--- src/rtl/core/kocc_pkg.sv ---
package kocc_pkg;

  localparam int unsigned TableEntriesDef = 16;
  localparam int unsigned KeyW = 32;
  localparam int unsigned ValW = 64;
  localparam int unsigned CfgIdxW = 2;

  typedef enum logic [1:0] {
    OP_SET_LOWER = 2'd0,
    OP_SET_UPPER = 2'd1,
    OP_CHECK     = 2'd2,
    OP_NOP       = 2'd3
  } op_e;

  typedef enum logic [1:0] {
    KIND_UNDEF     = 2'd0,
    KIND_UNBOUNDED = 2'd1,
    KIND_VALUE     = 2'd2
  } kind_e;

  typedef enum logic [CfgIdxW-1:0] {
    CFG_LOWER_ON = 2'd0,
    CFG_LOWER    = 2'd1,
    CFG_UPPER_ON = 2'd2,
    CFG_UPPER    = 2'd3
  } cfg_idx_e;

  typedef struct packed {
    logic [1:0]             opcode;
    logic signed [KeyW-1:0] key;
    logic                   no_limit;
    logic signed [ValW-1:0] value;
  } in_item_t;

  typedef struct packed {
    logic in_range;
    logic status;
  } out_item_t;

  typedef struct packed {
    logic [1:0]             kind;
    logic signed [ValW-1:0] value;
  } bound_t;

endpackage

--- src/rtl/core/kocc_ram.sv ---
module kocc_ram #(
  parameter int unsigned Width = 8,
  parameter int unsigned Depth = 16,
  parameter int unsigned AddrW = (Depth > 1) ? $clog2(Depth) : 1
) (
  input  logic             clk_i,
  input  logic             we_i,
  input  logic [AddrW-1:0] waddr_i,
  input  logic [Width-1:0] wdata_i,
  input  logic             re_i,
  input  logic [AddrW-1:0] raddr_i,
  output logic [Width-1:0] rdata_o
);

  logic [Width-1:0] mem_q [Depth];
  logic [Width-1:0] rdata_q;

  always_ff @(posedge clk_i) begin
    if (we_i) begin
      mem_q[waddr_i] <= wdata_i;
    end
    if (re_i) begin
      rdata_q <= mem_q[raddr_i];
    end
  end

  assign rdata_o = rdata_q;

endmodule

--- src/rtl/core/kocc_cam.sv ---
module kocc_cam import kocc_pkg::*; #(
  parameter int unsigned Entries = TableEntriesDef,
  parameter int unsigned IdxW = (Entries > 1) ? $clog2(Entries) : 1
) (
  input  logic                   clk_i,
  input  logic                   rst_ni,
  input  logic signed [KeyW-1:0] key_i,
  input  logic                   alloc_i,
  output logic                   hit_o,
  output logic [IdxW-1:0]        hit_idx_o,
  output logic                   full_o,
  output logic [IdxW-1:0]        free_idx_o
);

  logic [Entries-1:0] used_q;
  logic [KeyW-1:0]    keys_q [Entries];
  logic [Entries-1:0] match;
  logic [IdxW-1:0]    hit_idx;
  logic [IdxW-1:0]    free_idx;

  always_comb begin
    hit_idx  = '0;
    free_idx = '0;
    for (int i = 0; i < Entries; i++) begin
      match[i] = used_q[i] && (keys_q[i] == key_i);
      if (match[i]) begin
        hit_idx = hit_idx | IdxW'(i);
      end
    end
    for (int i = Entries - 1; i >= 0; i--) begin
      if (!used_q[i]) begin
        free_idx = IdxW'(i);
      end
    end
  end

  assign hit_o      = |match;
  assign hit_idx_o  = hit_idx;
  assign full_o     = &used_q;
  assign free_idx_o = free_idx;

  always_ff @(posedge clk_i or negedge rst_ni) begin
    if (!rst_ni) begin
      used_q <= '0;
    end else if (alloc_i) begin
      used_q[free_idx] <= 1'b1;
    end
  end

  always_ff @(posedge clk_i) begin
    if (alloc_i) begin
      keys_q[free_idx] <= key_i;
    end
  end

endmodule

--- src/rtl/core/keyed_open_interval_checker_core.sv ---
// Keyed open-interval checker. Each beat sets the lower or upper exclusive
// bound of a key, or checks whether a value lies strictly inside the key's
// bounds; every beat returns one result beat. Keys sit in a content-addressed
// table of TableEntries entries, filled lowest free entry first; a set for a
// new key with the table full changes nothing and returns status 1, and a
// check never adds a key. Bounds live in two single-port-read RAMs with a
// registered read. One beat at a time: a set or no-op registers its result, a
// check reads RAM, then compares; a new beat is taken once the result register
// is free or being emptied. Configuration holds the default bounds that
// apply to absent keys and undefined bounds; write it only while idle.
module keyed_open_interval_checker_core import kocc_pkg::*; #(
  parameter int unsigned TableEntries = TableEntriesDef
) (
  input  logic               clk_i,
  input  logic               rst_ni,
  input  logic               in_valid_i,
  output logic               in_ready_o,
  input  in_item_t           in_item_i,
  output logic               out_valid_o,
  input  logic               out_ready_i,
  output out_item_t          out_item_o,
  input  logic               cfg_valid_i,
  output logic               cfg_ready_o,
  input  logic [CfgIdxW-1:0] cfg_index_i,
  input  logic [ValW-1:0]    cfg_data_i
);

  localparam int unsigned IdxW = (TableEntries > 1) ? $clog2(TableEntries) : 1;
  localparam int unsigned BoundW = $bits(bound_t);

  typedef enum logic {
    ST_IDLE,
    ST_CMP
  } state_e;

  state_e    state_q;
  logic      out_valid_q;
  out_item_t out_q;

  logic                   dflt_lower_on_q;
  logic signed [ValW-1:0] dflt_lower_q;
  logic                   dflt_upper_on_q;
  logic signed [ValW-1:0] dflt_upper_q;

  logic                   hit_q;
  logic signed [ValW-1:0] val_q;

  logic            accept;
  logic            is_set;
  logic            is_check;
  logic            cam_hit;
  logic            cam_full;
  logic [IdxW-1:0] hit_idx;
  logic [IdxW-1:0] free_idx;
  logic            alloc;
  logic            set_ok;
  logic [IdxW-1:0] wr_idx;
  bound_t          new_bound;
  bound_t          undef_bound;
  bound_t          lower_wdata;
  bound_t          upper_wdata;
  logic            lower_we;
  logic            upper_we;
  logic [BoundW-1:0] lower_rdata;
  logic [BoundW-1:0] upper_rdata;
  bound_t          lower_rd;
  bound_t          upper_rd;
  logic            above;
  logic            below;

  assign cfg_ready_o = 1'b1;

  always_ff @(posedge clk_i or negedge rst_ni) begin
    if (!rst_ni) begin
      dflt_lower_on_q <= 1'b0;
      dflt_lower_q    <= '0;
      dflt_upper_on_q <= 1'b0;
      dflt_upper_q    <= '0;
    end else if (cfg_valid_i) begin
      case (cfg_index_i)
        CFG_LOWER_ON: dflt_lower_on_q <= cfg_data_i[0];
        CFG_LOWER:    dflt_lower_q    <= cfg_data_i;
        CFG_UPPER_ON: dflt_upper_on_q <= cfg_data_i[0];
        CFG_UPPER:    dflt_upper_q    <= cfg_data_i;
        default: begin
        end
      endcase
    end
  end

  assign in_ready_o = (state_q == ST_IDLE) && (!out_valid_q || out_ready_i);
  assign accept     = in_valid_i && in_ready_o;
  assign is_set     = (in_item_i.opcode == OP_SET_LOWER) || (in_item_i.opcode == OP_SET_UPPER);
  assign is_check   = (in_item_i.opcode == OP_CHECK);

  kocc_cam #(
    .Entries (TableEntries),
    .IdxW    (IdxW)
  ) u_cam (
    .clk_i      (clk_i),
    .rst_ni     (rst_ni),
    .key_i      (in_item_i.key),
    .alloc_i    (alloc),
    .hit_o      (cam_hit),
    .hit_idx_o  (hit_idx),
    .full_o     (cam_full),
    .free_idx_o (free_idx)
  );

  assign set_ok = is_set && (cam_hit || !cam_full);
  assign alloc  = accept && is_set && !cam_hit && !cam_full;
  assign wr_idx = cam_hit ? hit_idx : free_idx;

  always_comb begin
    new_bound.kind    = in_item_i.no_limit ? KIND_UNBOUNDED : KIND_VALUE;
    new_bound.value   = in_item_i.no_limit ? '0 : in_item_i.value;
    undef_bound.kind  = KIND_UNDEF;
    undef_bound.value = '0;
  end

  // a new key clears the bound it does not set
  assign lower_we    = accept && set_ok && ((in_item_i.opcode == OP_SET_LOWER) || !cam_hit);
  assign upper_we    = accept && set_ok && ((in_item_i.opcode == OP_SET_UPPER) || !cam_hit);
  assign lower_wdata = (in_item_i.opcode == OP_SET_LOWER) ? new_bound : undef_bound;
  assign upper_wdata = (in_item_i.opcode == OP_SET_UPPER) ? new_bound : undef_bound;

  kocc_ram #(
    .Width (BoundW),
    .Depth (TableEntries),
    .AddrW (IdxW)
  ) u_lower_ram (
    .clk_i   (clk_i),
    .we_i    (lower_we),
    .waddr_i (wr_idx),
    .wdata_i (lower_wdata),
    .re_i    (accept && is_check),
    .raddr_i (hit_idx),
    .rdata_o (lower_rdata)
  );

  kocc_ram #(
    .Width (BoundW),
    .Depth (TableEntries),
    .AddrW (IdxW)
  ) u_upper_ram (
    .clk_i   (clk_i),
    .we_i    (upper_we),
    .waddr_i (wr_idx),
    .wdata_i (upper_wdata),
    .re_i    (accept && is_check),
    .raddr_i (hit_idx),
    .rdata_o (upper_rdata)
  );

  assign lower_rd = bound_t'(lower_rdata);
  assign upper_rd = bound_t'(upper_rdata);

  always_ff @(posedge clk_i) begin
    if (accept && is_check) begin
      hit_q <= cam_hit;
      val_q <= in_item_i.value;
    end
  end

  always_comb begin
    above = 1'b1;
    below = 1'b1;
    if (hit_q && (lower_rd.kind == KIND_VALUE)) begin
      above = $signed(lower_rd.value) < $signed(val_q);
    end else if (!(hit_q && (lower_rd.kind == KIND_UNBOUNDED)) && dflt_lower_on_q) begin
      above = $signed(dflt_lower_q) < $signed(val_q);
    end
    if (hit_q && (upper_rd.kind == KIND_VALUE)) begin
      below = $signed(val_q) < $signed(upper_rd.value);
    end else if (!(hit_q && (upper_rd.kind == KIND_UNBOUNDED)) && dflt_upper_on_q) begin
      below = $signed(val_q) < $signed(dflt_upper_q);
    end
  end

  always_ff @(posedge clk_i or negedge rst_ni) begin
    if (!rst_ni) begin
      state_q     <= ST_IDLE;
      out_valid_q <= 1'b0;
      out_q       <= '0;
    end else begin
      case (state_q)
        ST_IDLE: begin
          if (accept) begin
            if (is_check) begin
              out_valid_q <= 1'b0;
              state_q     <= ST_CMP;
            end else begin
              out_valid_q    <= 1'b1;
              out_q.in_range <= 1'b0;
              out_q.status   <= is_set && !set_ok;
            end
          end else if (out_ready_i) begin
            out_valid_q <= 1'b0;
          end
        end
        ST_CMP: begin
          out_valid_q    <= 1'b1;
          out_q.in_range <= above && below;
          out_q.status   <= 1'b0;
          state_q        <= ST_IDLE;
        end
        default: begin
          state_q <= ST_IDLE;
        end
      endcase
    end
  end

  assign out_valid_o = out_valid_q;
  assign out_item_o  = out_q;

  a_alloc_miss_only: assert property (@(posedge clk_i) disable iff (!rst_ni)
    alloc |-> !cam_hit)
    else $error("entry allocated for a key already present");

  a_cmp_out_free: assert property (@(posedge clk_i) disable iff (!rst_ni)
    (state_q == ST_CMP) |-> !out_valid_q)
    else $error("compare stage reached with result register occupied");

  a_check_to_cmp: assert property (@(posedge clk_i) disable iff (!rst_ni)
    (accept && is_check) |=> (state_q == ST_CMP))
    else $error("check beat did not advance to compare");

  a_full_drop: assert property (@(posedge clk_i) disable iff (!rst_ni)
    (accept && is_set && !cam_hit && cam_full) |=> (out_valid_q && out_q.status))
    else $error("set on full table not flagged");

endmodule

--- config.mk ---
export PLATFORM = sky130hd
export DESIGN_NAME = keyed_open_interval_checker_core
export DESIGN_NICKNAME = d
export VERILOG_FILES = /design/src/rtl/core/kocc_pkg.sv /design/src/rtl/core/kocc_ram.sv /design/src/rtl/core/kocc_cam.sv /design/src/rtl/core/keyed_open_interval_checker_core.sv
export SDC_FILE = /design/constraint.sdc
export NUM_CORES = 2
export LEC_CHECK = 0
export BUFFER_PORTS_ARGS = -buffer_cell sky130_fd_sc_hd__buf_2
export CORE_AREA = 3 3 533 535
export CTS_CLUSTER_DIAMETER = 120
export DETAILED_ROUTE_END_ITERATION = 16
export DIE_AREA = 0 0 536 538
export GPL_TIMING_DRIVEN = 1
export PLACE_DENSITY = 0.69
export SKIP_LAST_GASP = 1
export SLEW_MARGIN = 20
export SYNTH_ARGS = -nofsm -noshare
export SYNTH_HDL_FRONTEND = slang
export SYNTH_SLANG_ARGS = --single-unit
--- constraint.sdc ---
create_clock -name clk_i -period 13.7 [get_ports clk_i]
set_clock_uncertainty 0.2 [all_clocks]
set_input_delay 2.74 -clock clk_i [delete_from_list [all_inputs] [get_ports clk_i]]
set_output_delay 2.74 -clock clk_i [all_outputs]
set_load 0.01 [all_outputs]
# --- Word level (Yosys, flattened, before mapping) ---
# Memories as Yosys holds them, arrays and structs flattened. A register that Yosys moved wholly into a read port is not among the register bits.
# Cells that the tools add are included.
classes:
  magnitude_cmp: 6
  eq_ne: 28
  mux: 58
  bitwise_logic: 2
  reduce_logical: 55
op_table:
  columns: ["op", "n"]
  rows:
  - ["$eq A32 B32 Y1", 16]
  - ["$lt A64 B64 Y1", 4]
  - ["$mux W66", 2]
  - ["$mux W4", 25]
  - ["$mux W64", 1]
  - ["$logic_and A1 B1 Y1", 35]
  - ["$mux W1", 17]
  - ["$or A16 B16 Y16", 1]
  - ["$reduce_and A16 Y1", 1]
  - ["$reduce_or A16 Y1", 1]
  - ["$mux W3", 4]
  - ["$eq A2 B2 Y1 const B", 5]
  - ["$mux W2", 5]
  - ["$reduce_and A2 Y1", 5]
  - ["$eq A2 B1 Y1 const B", 4]
  - ["$logic_not A1 Y1", 6]
  - ["$logic_or A1 B1 Y1", 5]
  - ["$lt A4 B5 Y1 const B", 1]
  - ["$demux W1 S4", 1]
  - ["$ge A4 B1 Y1 const B", 1]
  - ["$logic_not A2 Y1", 2]
  - ["$ne A2 B2 Y1 const B", 2]
  - ["$pmux W1 S2", 2]
  - ["$pmux W2 S2", 1]
  - ["other kinds (2)", 2]
totals:
  ff_bits: 215
  mem_bits_rw: 2624
  input_bits: 170
  out_inout_bits: 5
  elab_cells: 163
  n_memories: 3
mem_list:
  columns: ["name", "words", "word_bits", "read_ports", "rd_clocked_by_memory_dff", "wr", "line", "rtl"]
  rows:
  - ["u_lower_ram.mem_q", 16, 66, 1, 1, 1, "kocc_ram.sv:15", "logic [Width-1:0] mem_q [Depth];"]
  - ["u_upper_ram.mem_q", 16, 66, 1, 1, 1, "kocc_ram.sv:15", null]
  - ["u_cam.keys_q", 16, 32, 16, 0, 1, "kocc_cam.sv:16", "logic [KeyW-1:0] keys_q [Entries];"]

# --- Longest topological paths before layout ---
logic_depth:
  depth_word: 21
  depth_mapped: 15
  mapped_depth_nobuf: 12

# --- Cells and area by module ---
# A second synthesis with hierarchy kept.
hier_totals:
  cells_unflattened: 6127
  hier_area_um2: 119594.7
by_module_without_submodules:
  columns: ["module", "instances", "cells_each", "area_per_inst_um2"]
  rows:
  - ["kocc_ram", 2, 1698, 41462.3]
  - ["kocc_cam", 1, 1380, 22626.7]
  - ["keyed_open_interval_checker_core", 1, 1351, 14043.5]

# --- Least setup slack after synthesis ---
# No wires, ideal clock.
synth_timing:
  path_type: "in2reg"
  start: "in out_ready_i"
  end: "reg hit_q, enable pin"
  setup_ps: 757
  t_arrival_ps: 11448
  t_required_ps: 12743
  path_slack_ps: 1294
  stages: 4
  path_buffers: 0
  path_cell_list: "inv_1 > a21oi_1 > nand2_1 > nor2_1"
synth_via:
  elab_chain_len: 4
synth_rtl:
  columns: ["item", "line", "rtl"]
  rows:
  - ["start: declaration", "keyed_open_interval_checker_core.sv:20", "input logic out_ready_i,"]
  - ["$logic_or A1 B1 Y1", "keyed_open_interval_checker_core.sv:91", "assign in_ready_o = (state_q == ST_IDLE) && (!out_valid_q || out_ready_i);"]
  - ["$logic_and A1 B1 Y1", "keyed_open_interval_checker_core.sv:91", null]
  - ["named net in_ready_o", "keyed_open_interval_checker_core.sv:17", "output logic in_ready_o,"]
  - ["$logic_and A1 B1 Y1", "keyed_open_interval_checker_core.sv:92", "assign accept = in_valid_i && in_ready_o;"]
  - ["$logic_and A1 B1 Y1", null, null]
  - ["named net u_lower_ram.re_i", "kocc_ram.sv:10", "input logic re_i,"]
  - ["end signal: assignment", "keyed_open_interval_checker_core.sv:160", "hit_q <= cam_hit;"]
  - ["end: declaration", "keyed_open_interval_checker_core.sv:45", "logic hit_q;"]
# The timed path passes the listed nets, and every way through them passes these cells.
# A chain may end at the register's enable or synchronous reset.

# --- Worst setup path in the final report ---
layout_timing:
  start: "in in_item_i[92] (netlist name)"
  end: "reg u_upper_ram.rdata_q[13] (netlist: u_upper_ram.rdata_o[13]) (read register of u_upper_ram.mem_q), data pin"
layout_via:
  elab_chain_len: 17
  word_cells_on_any_way: 45
layout_rtl:
  columns: ["item", "line", "rtl"]
  rows:
  - ["start: declaration", "keyed_open_interval_checker_core.sv:18", "input in_item_t in_item_i,"]
  - ["$eq A32 B32 Y1", "kocc_cam.sv:25", "match[i] = used_q[i] && (keys_q[i] == key_i);"]
  - ["$logic_and A1 B1 Y1", "kocc_cam.sv:25", null]
  - ["$mux W1", "kocc_cam.sv:26", "if (match[i]) begin"]
  - ["$mux W2 (2 in series)", "kocc_cam.sv:26", null]
  - ["$mux W3 (4 in series)", "kocc_cam.sv:26", null]
  - ["$mux W4 (7 in series)", "kocc_cam.sv:26", null]
  - ["$mux W4 *", "kocc_cam.sv:26", null]
  - ["end: declaration", "kocc_ram.sv:16", "logic [Width-1:0] rdata_q;"]
# Mark *: on every way between the ends. The rest lies on a longest branch, timed or not.

==> flow_results.xml <==
<?xml version="1.0" encoding="UTF-8"?>
<metrics>
  <group name="drt">
    <metric name="drt-total-wl" unit="um">309100</metric>
    <metric name="drcViolationCount" unit="">0</metric>
    <metric name="antenna_left" unit="">0</metric>
    <metric name="vias_post_dr" unit="">64449</metric>
    <metric name="viasPerCell" unit="">5.580</metric>
    <metric name="drt-wirelength-per-cell" unit="um">26.76</metric>
    <metric name="drtIter0Drc" unit="">6424</metric>
    <metric name="drt_first_pass_iters" unit="">5</metric>
  </group>
  <group name="layout">
    <metric name="area.growth.synth_to_final" unit="%">11.62</metric>
    <metric name="stdcell_area" unit="sq um">140200</metric>
    <metric name="nets" unit="">7985</metric>
    <metric name="post_route_cells_drive_above_1_share" unit="">0.1209</metric>
    <metric name="final_common_cell" unit="">edfxtp_1</metric>
    <metric name="mostFrequentLayoutCells" unit="">edfxtp_1 (2821), mux2i_1 (1981), clkbuf_16 (310)</metric>
    <metric name="fill_cells" unit="">22382</metric>
  </group>
  <group name="synth">
    <metric name="area_share_of_the_leading_cell_type_in_the_synthesized_netlist" unit="">0.6743</metric>
    <metric name="synthDominantAreaCellType" unit="">edfxtp_1</metric>
    <metric name="yosys-top-cells-area" unit="">edfxtp_1 (67%), mux2i_1 (16%), dfrtp_1 (3.0%), ha_1 (2.5%), xnor2_1 (2.1%)</metric>
    <metric name="synth_area" unit="sq um">125600</metric>
    <metric name="synth_ff_type" unit="">edfxtp_1</metric>
    <metric name="postSynthRegisterBits" unit="">2971</metric>
    <metric name="postSynthNetCount" unit="">7673</metric>
    <metric name="synth_seq_area_share" unit="">0.7041</metric>
    <metric name="synthDistinctLibCells" unit="">67</metric>
    <metric name="post_synth.cell_area_avg" unit="sq um">17.33</metric>
    <metric name="post_synth_inst_count" unit="">7251</metric>
    <metric name="ys_async_sr_fraction" unit="">0.05049</metric>
    <metric name="number_of_synthesized_flops_with_an_enable_pin" unit="">2821</metric>
    <metric name="ys.warnings.count" unit="">0</metric>
  </group>
  <group name="power_and_ir_drop">
    <metric name="post-layout-total-power" unit="mW">20.00</metric>
    <metric name="sequentialPowerShare" unit="">0.526</metric>
    <metric name="power-per-cell-area" unit="nW/um^2">142.6</metric>
    <metric name="internal_power" unit="mW">15.46</metric>
    <metric name="clock_power_share" unit="">0.403</metric>
    <metric name="p_comb_frac" unit="">0.071</metric>
    <metric name="switching_share_of_power" unit="">0.2267</metric>
    <metric name="worst_ir_drop_vdd" unit="V">0.0001002</metric>
    <metric name="switching_power" unit="mW">4.533</metric>
    <metric name="leakagePower" unit="nW">57.47</metric>
  </group>
  <group name="clock_tree">
    <metric name="cts_hold_buf" unit="">0</metric>
    <metric name="cts-buffers-inserted" unit="">304</metric>
    <metric name="setup_buffers_after_cts" unit="">0</metric>
    <metric name="clock_latency" unit="ps">870</metric>
    <metric name="cts-resized-gates" unit="">0</metric>
    <metric name="numClockSinks" unit="">2971</metric>
    <metric name="max_clock_buf_depth" unit="">4</metric>
    <metric name="clock_tree.htree_level_count" unit="">5</metric>
    <metric name="clockRootBuffer" unit="">clkbuf_16</metric>
    <metric name="clkTransAtPathRegs" unit="ps">60</metric>
    <metric name="tritoncts" unit="">built</metric>
  </group>
  <group name="setup_path">
    <metric name="cpMaxStageDelayCell" unit="">buf_4</metric>
    <metric name="worst_setup_path_endpoint" unit="">u_upper_ram.rdata_o[13]</metric>
    <metric name="worstSetupPathType" unit="">input pin to flop</metric>
    <metric name="most_frequent_cp_cell" unit="">mux2i_1</metric>
    <metric name="critical_path.max_fanout" unit="">133</metric>
    <metric name="regToRegEndpoint" unit="">u_upper_ram.rdata_o[13]</metric>
    <metric name="cp_data_arrival_time" unit="ps">8980</metric>
    <metric name="worstReg2RegStart" unit="">u_cam.keys_q[15][16]</metric>
    <metric name="path_delay_family" unit="">buffers and inverters</metric>
    <metric name="critPathMaxStageDelay" unit="ps">940</metric>
    <metric name="cp_cell_sequence" unit="">buf_2 -&gt; buf_4 -&gt; xor2_1 -&gt; nor4_1 -&gt; nand3_1 -&gt; or3_1 -&gt; nand4_1 -&gt; nor2_4 -&gt; buf_12 -&gt; buf_12 -&gt; buf_4 -&gt; buf_4 -&gt; mux2i_1 -&gt; mux2i_1 -&gt; mux2i_1 -&gt; mux2i_1</metric>
    <metric name="critical_path.endpoint_type" unit="">flop</metric>
    <metric name="rr_worst_depth" unit="">14</metric>
    <metric name="reg2reg_slack" unit="ps">7300</metric>
    <metric name="cp_num_cells" unit="">16</metric>
    <metric name="crit_path_start_kind" unit="">input pin</metric>
    <metric name="cp.buffers_inverters" unit="">6</metric>
    <metric name="worst_ep_required_time" unit="ps">14070</metric>
    <metric name="timing.critical_path.from" unit="">in_item_i[92]</metric>
  </group>
  <group name="place">
    <metric name="placement.io_buffers" unit="">173</metric>
    <metric name="hpwl" unit="um">183800</metric>
    <metric name="gp_congestion" unit="">0.8712</metric>
    <metric name="placedInstanceArea" unit="sq um">130500</metric>
  </group>
  <group name="grt">
    <metric name="grtUsageTotal" unit="">0.2093</metric>
    <metric name="grt_max_degree" unit="">138</metric>
    <metric name="number_of_antenna_violations_at_the_first_check_in_global_routing" unit="">74</metric>
    <metric name="overflow" unit="">0</metric>
    <metric name="grt_first_pass_wirelength" unit="um">443600</metric>
    <metric name="number_of_global_route_vias_before_repair" unit="">64290</metric>
  </group>
  <group name="worst_hold_path">
    <metric name="min_path_type" unit="">flop to flop</metric>
  </group>
  <group name="floorplan">
    <metric name="dieHeight" unit="um">538</metric>
    <metric name="die_w" unit="um">536</metric>
    <metric name="design.die.area" unit="sq um">288400</metric>
    <metric name="starting_density_of_the_core" unit="">0.4497</metric>
    <metric name="ioPinCount" unit="">175</metric>
    <metric name="core_area" unit="sq um">279400</metric>
    <metric name="placementRows" unit="">194</metric>
  </group>
  <group name="timing">
    <metric name="layout_min_cycle_time" unit="ps">8613</metric>
    <metric name="setup_violations" unit="">0</metric>
    <metric name="worst_slew_margin_rel" unit="">0.1683</metric>
    <metric name="rsz_0062_raised_after_global_routing" unit="">no</metric>
    <metric name="timing.setup.tns" unit="ps">0</metric>
    <metric name="worst_slew_pin_slew" unit="ps">1236</metric>
    <metric name="report.final.slew_viol_count" unit="">0</metric>
    <metric name="hold_violations" unit="">0</metric>
    <metric name="max_clock_freq" unit="MHz">116.1</metric>
    <metric name="finalCritPeriodShare" unit="">0.6287</metric>
  </group>
  <group name="flow_run">
    <metric name="max_cap_viol_count" unit="">0</metric>
  </group>
  <group name="status">
    <metric name="outcome" unit="">finished, final reports clean</metric>
  </group>
</metrics>
## per-layer routing
layer | global-route usage | share of wire | up-vias
li1 | - | - | 28491
met1 | 0.2879 | 0.42 | 33096
met2 | 0.3342 | 0.47 | 2297
met3 | 0.02980 | 0.067 | 547
met4 | 0.08894 | 0.043 | 18
met5 | 0 | 0.00038 | -
## worst min-delay path by stage
stage	startpoint	depth (start not counted)	slack [ps]	end
2_1_floorplan	dflt_lower_q[0]	1	270	dflt_lower_q[0]
3_3_place_gp	out_item_o[1]	2	280	out_item_o[1]
5_1_grt	dflt_upper_q[25]	1	310	dflt_upper_q[25]
4_1_cts	dflt_lower_q[0]	1	300	dflt_lower_q[0]
3_5_place_dp	dflt_lower_q[0]	1	290	dflt_lower_q[0]
6_report	dflt_lower_q[0]	1	300	dflt_lower_q[0]
## synthesized netlist by cell type, drive strengths merged (11+ instances only)
cell and number:
nor4 59, a211oi 14, nand2 59, nor2 86, nand4 130, buf 286, nor3 49, a21oi 62
nor2b 22, edfxtp 2821, mux2 130, mux2i 1981, o21bai 11, ha 252, inv 210, clkbuf 29
o211ai 17, xor2 207, nand3 43, o21ai 64, a21o 39, nand2b 11, dfrtp 150, xnor2 303
and2 129
## cell families (layout without fill, tap and decap cells)
kind of cell / Yosys count / in the layout / synth area share
mux: 2111 / 2111 / 0.1695
simple gates: 617 / 617 / 0.02723
compound gates: 264 / 264 / 0.01376
xor+xnor: 510 / 510 / 0.03555
other cells: 1 / 26 / 0.00002985
fa+ha+maj: 252 / 252 / 0.02510
buf+inv: 525 / 1075 / 0.02472
flops: 2971 / 2971 / 0.7041
## layout make-up
cell class | instances | area, sq um | share of cell area
flip-flops and latches | 2971 | 88460 | 0.6308
clock inverters | 185 | 1665 | 0.01188
inverters | 210 | 788.3 | 0.005621
diodes | 25 | 62.56 | 0.0004461
clock buffers | 359 | 7941 | 0.05663
multi-input cells | 3755 | 34420 | 0.2455
repair buffers | 321 | 2232 | 0.01592
well taps | 3724 | 4659 | 0.03323
## metrics by stage
stage	setup slack [ps]	std cells	utilization	hold WS, ps
6_report	5087	11550	0.5020	299.9
5_1_grt	4848	11547	0.5019	309.6
3_3_place_gp	4357	10975	0.4669	277.1
4_1_cts	5147	11523	0.5016	299.5
2_1_floorplan	1294	7251	-	270.1
3_5_place_dp	4239	10979	0.4672	286.1
## power by group through the flow
stage	sequential, mW	combinational (mW)	clock (mW)
detailed placement	10.7	1.41	0
finish	10.5	1.42	8.06
global route	10.6	1.52	8.55
floorplan	10.7	0.793	0
global placement	10.7	1.37	0
CTS	10.5	1.42	8.18
## registers in the layout, indices dropped and copies added (netlist names)
name / cells
dflt_lower_on_q: 1
dflt_lower_q: 64
dflt_upper_on_q: 1
dflt_upper_q: 64
hit_q: 1
out_item_o: 2
out_valid_o: 1
state_q: 1
u_cam.keys_q: 512
u_cam.used_q: 16
u_lower_ram.mem_q: 1056
u_lower_ram.rdata_o: 66
u_upper_ram.mem_q: 1056
u_upper_ram.rdata_o: 66
val_q: 64
No activity file was read; power rests on OpenSTA's default activity.
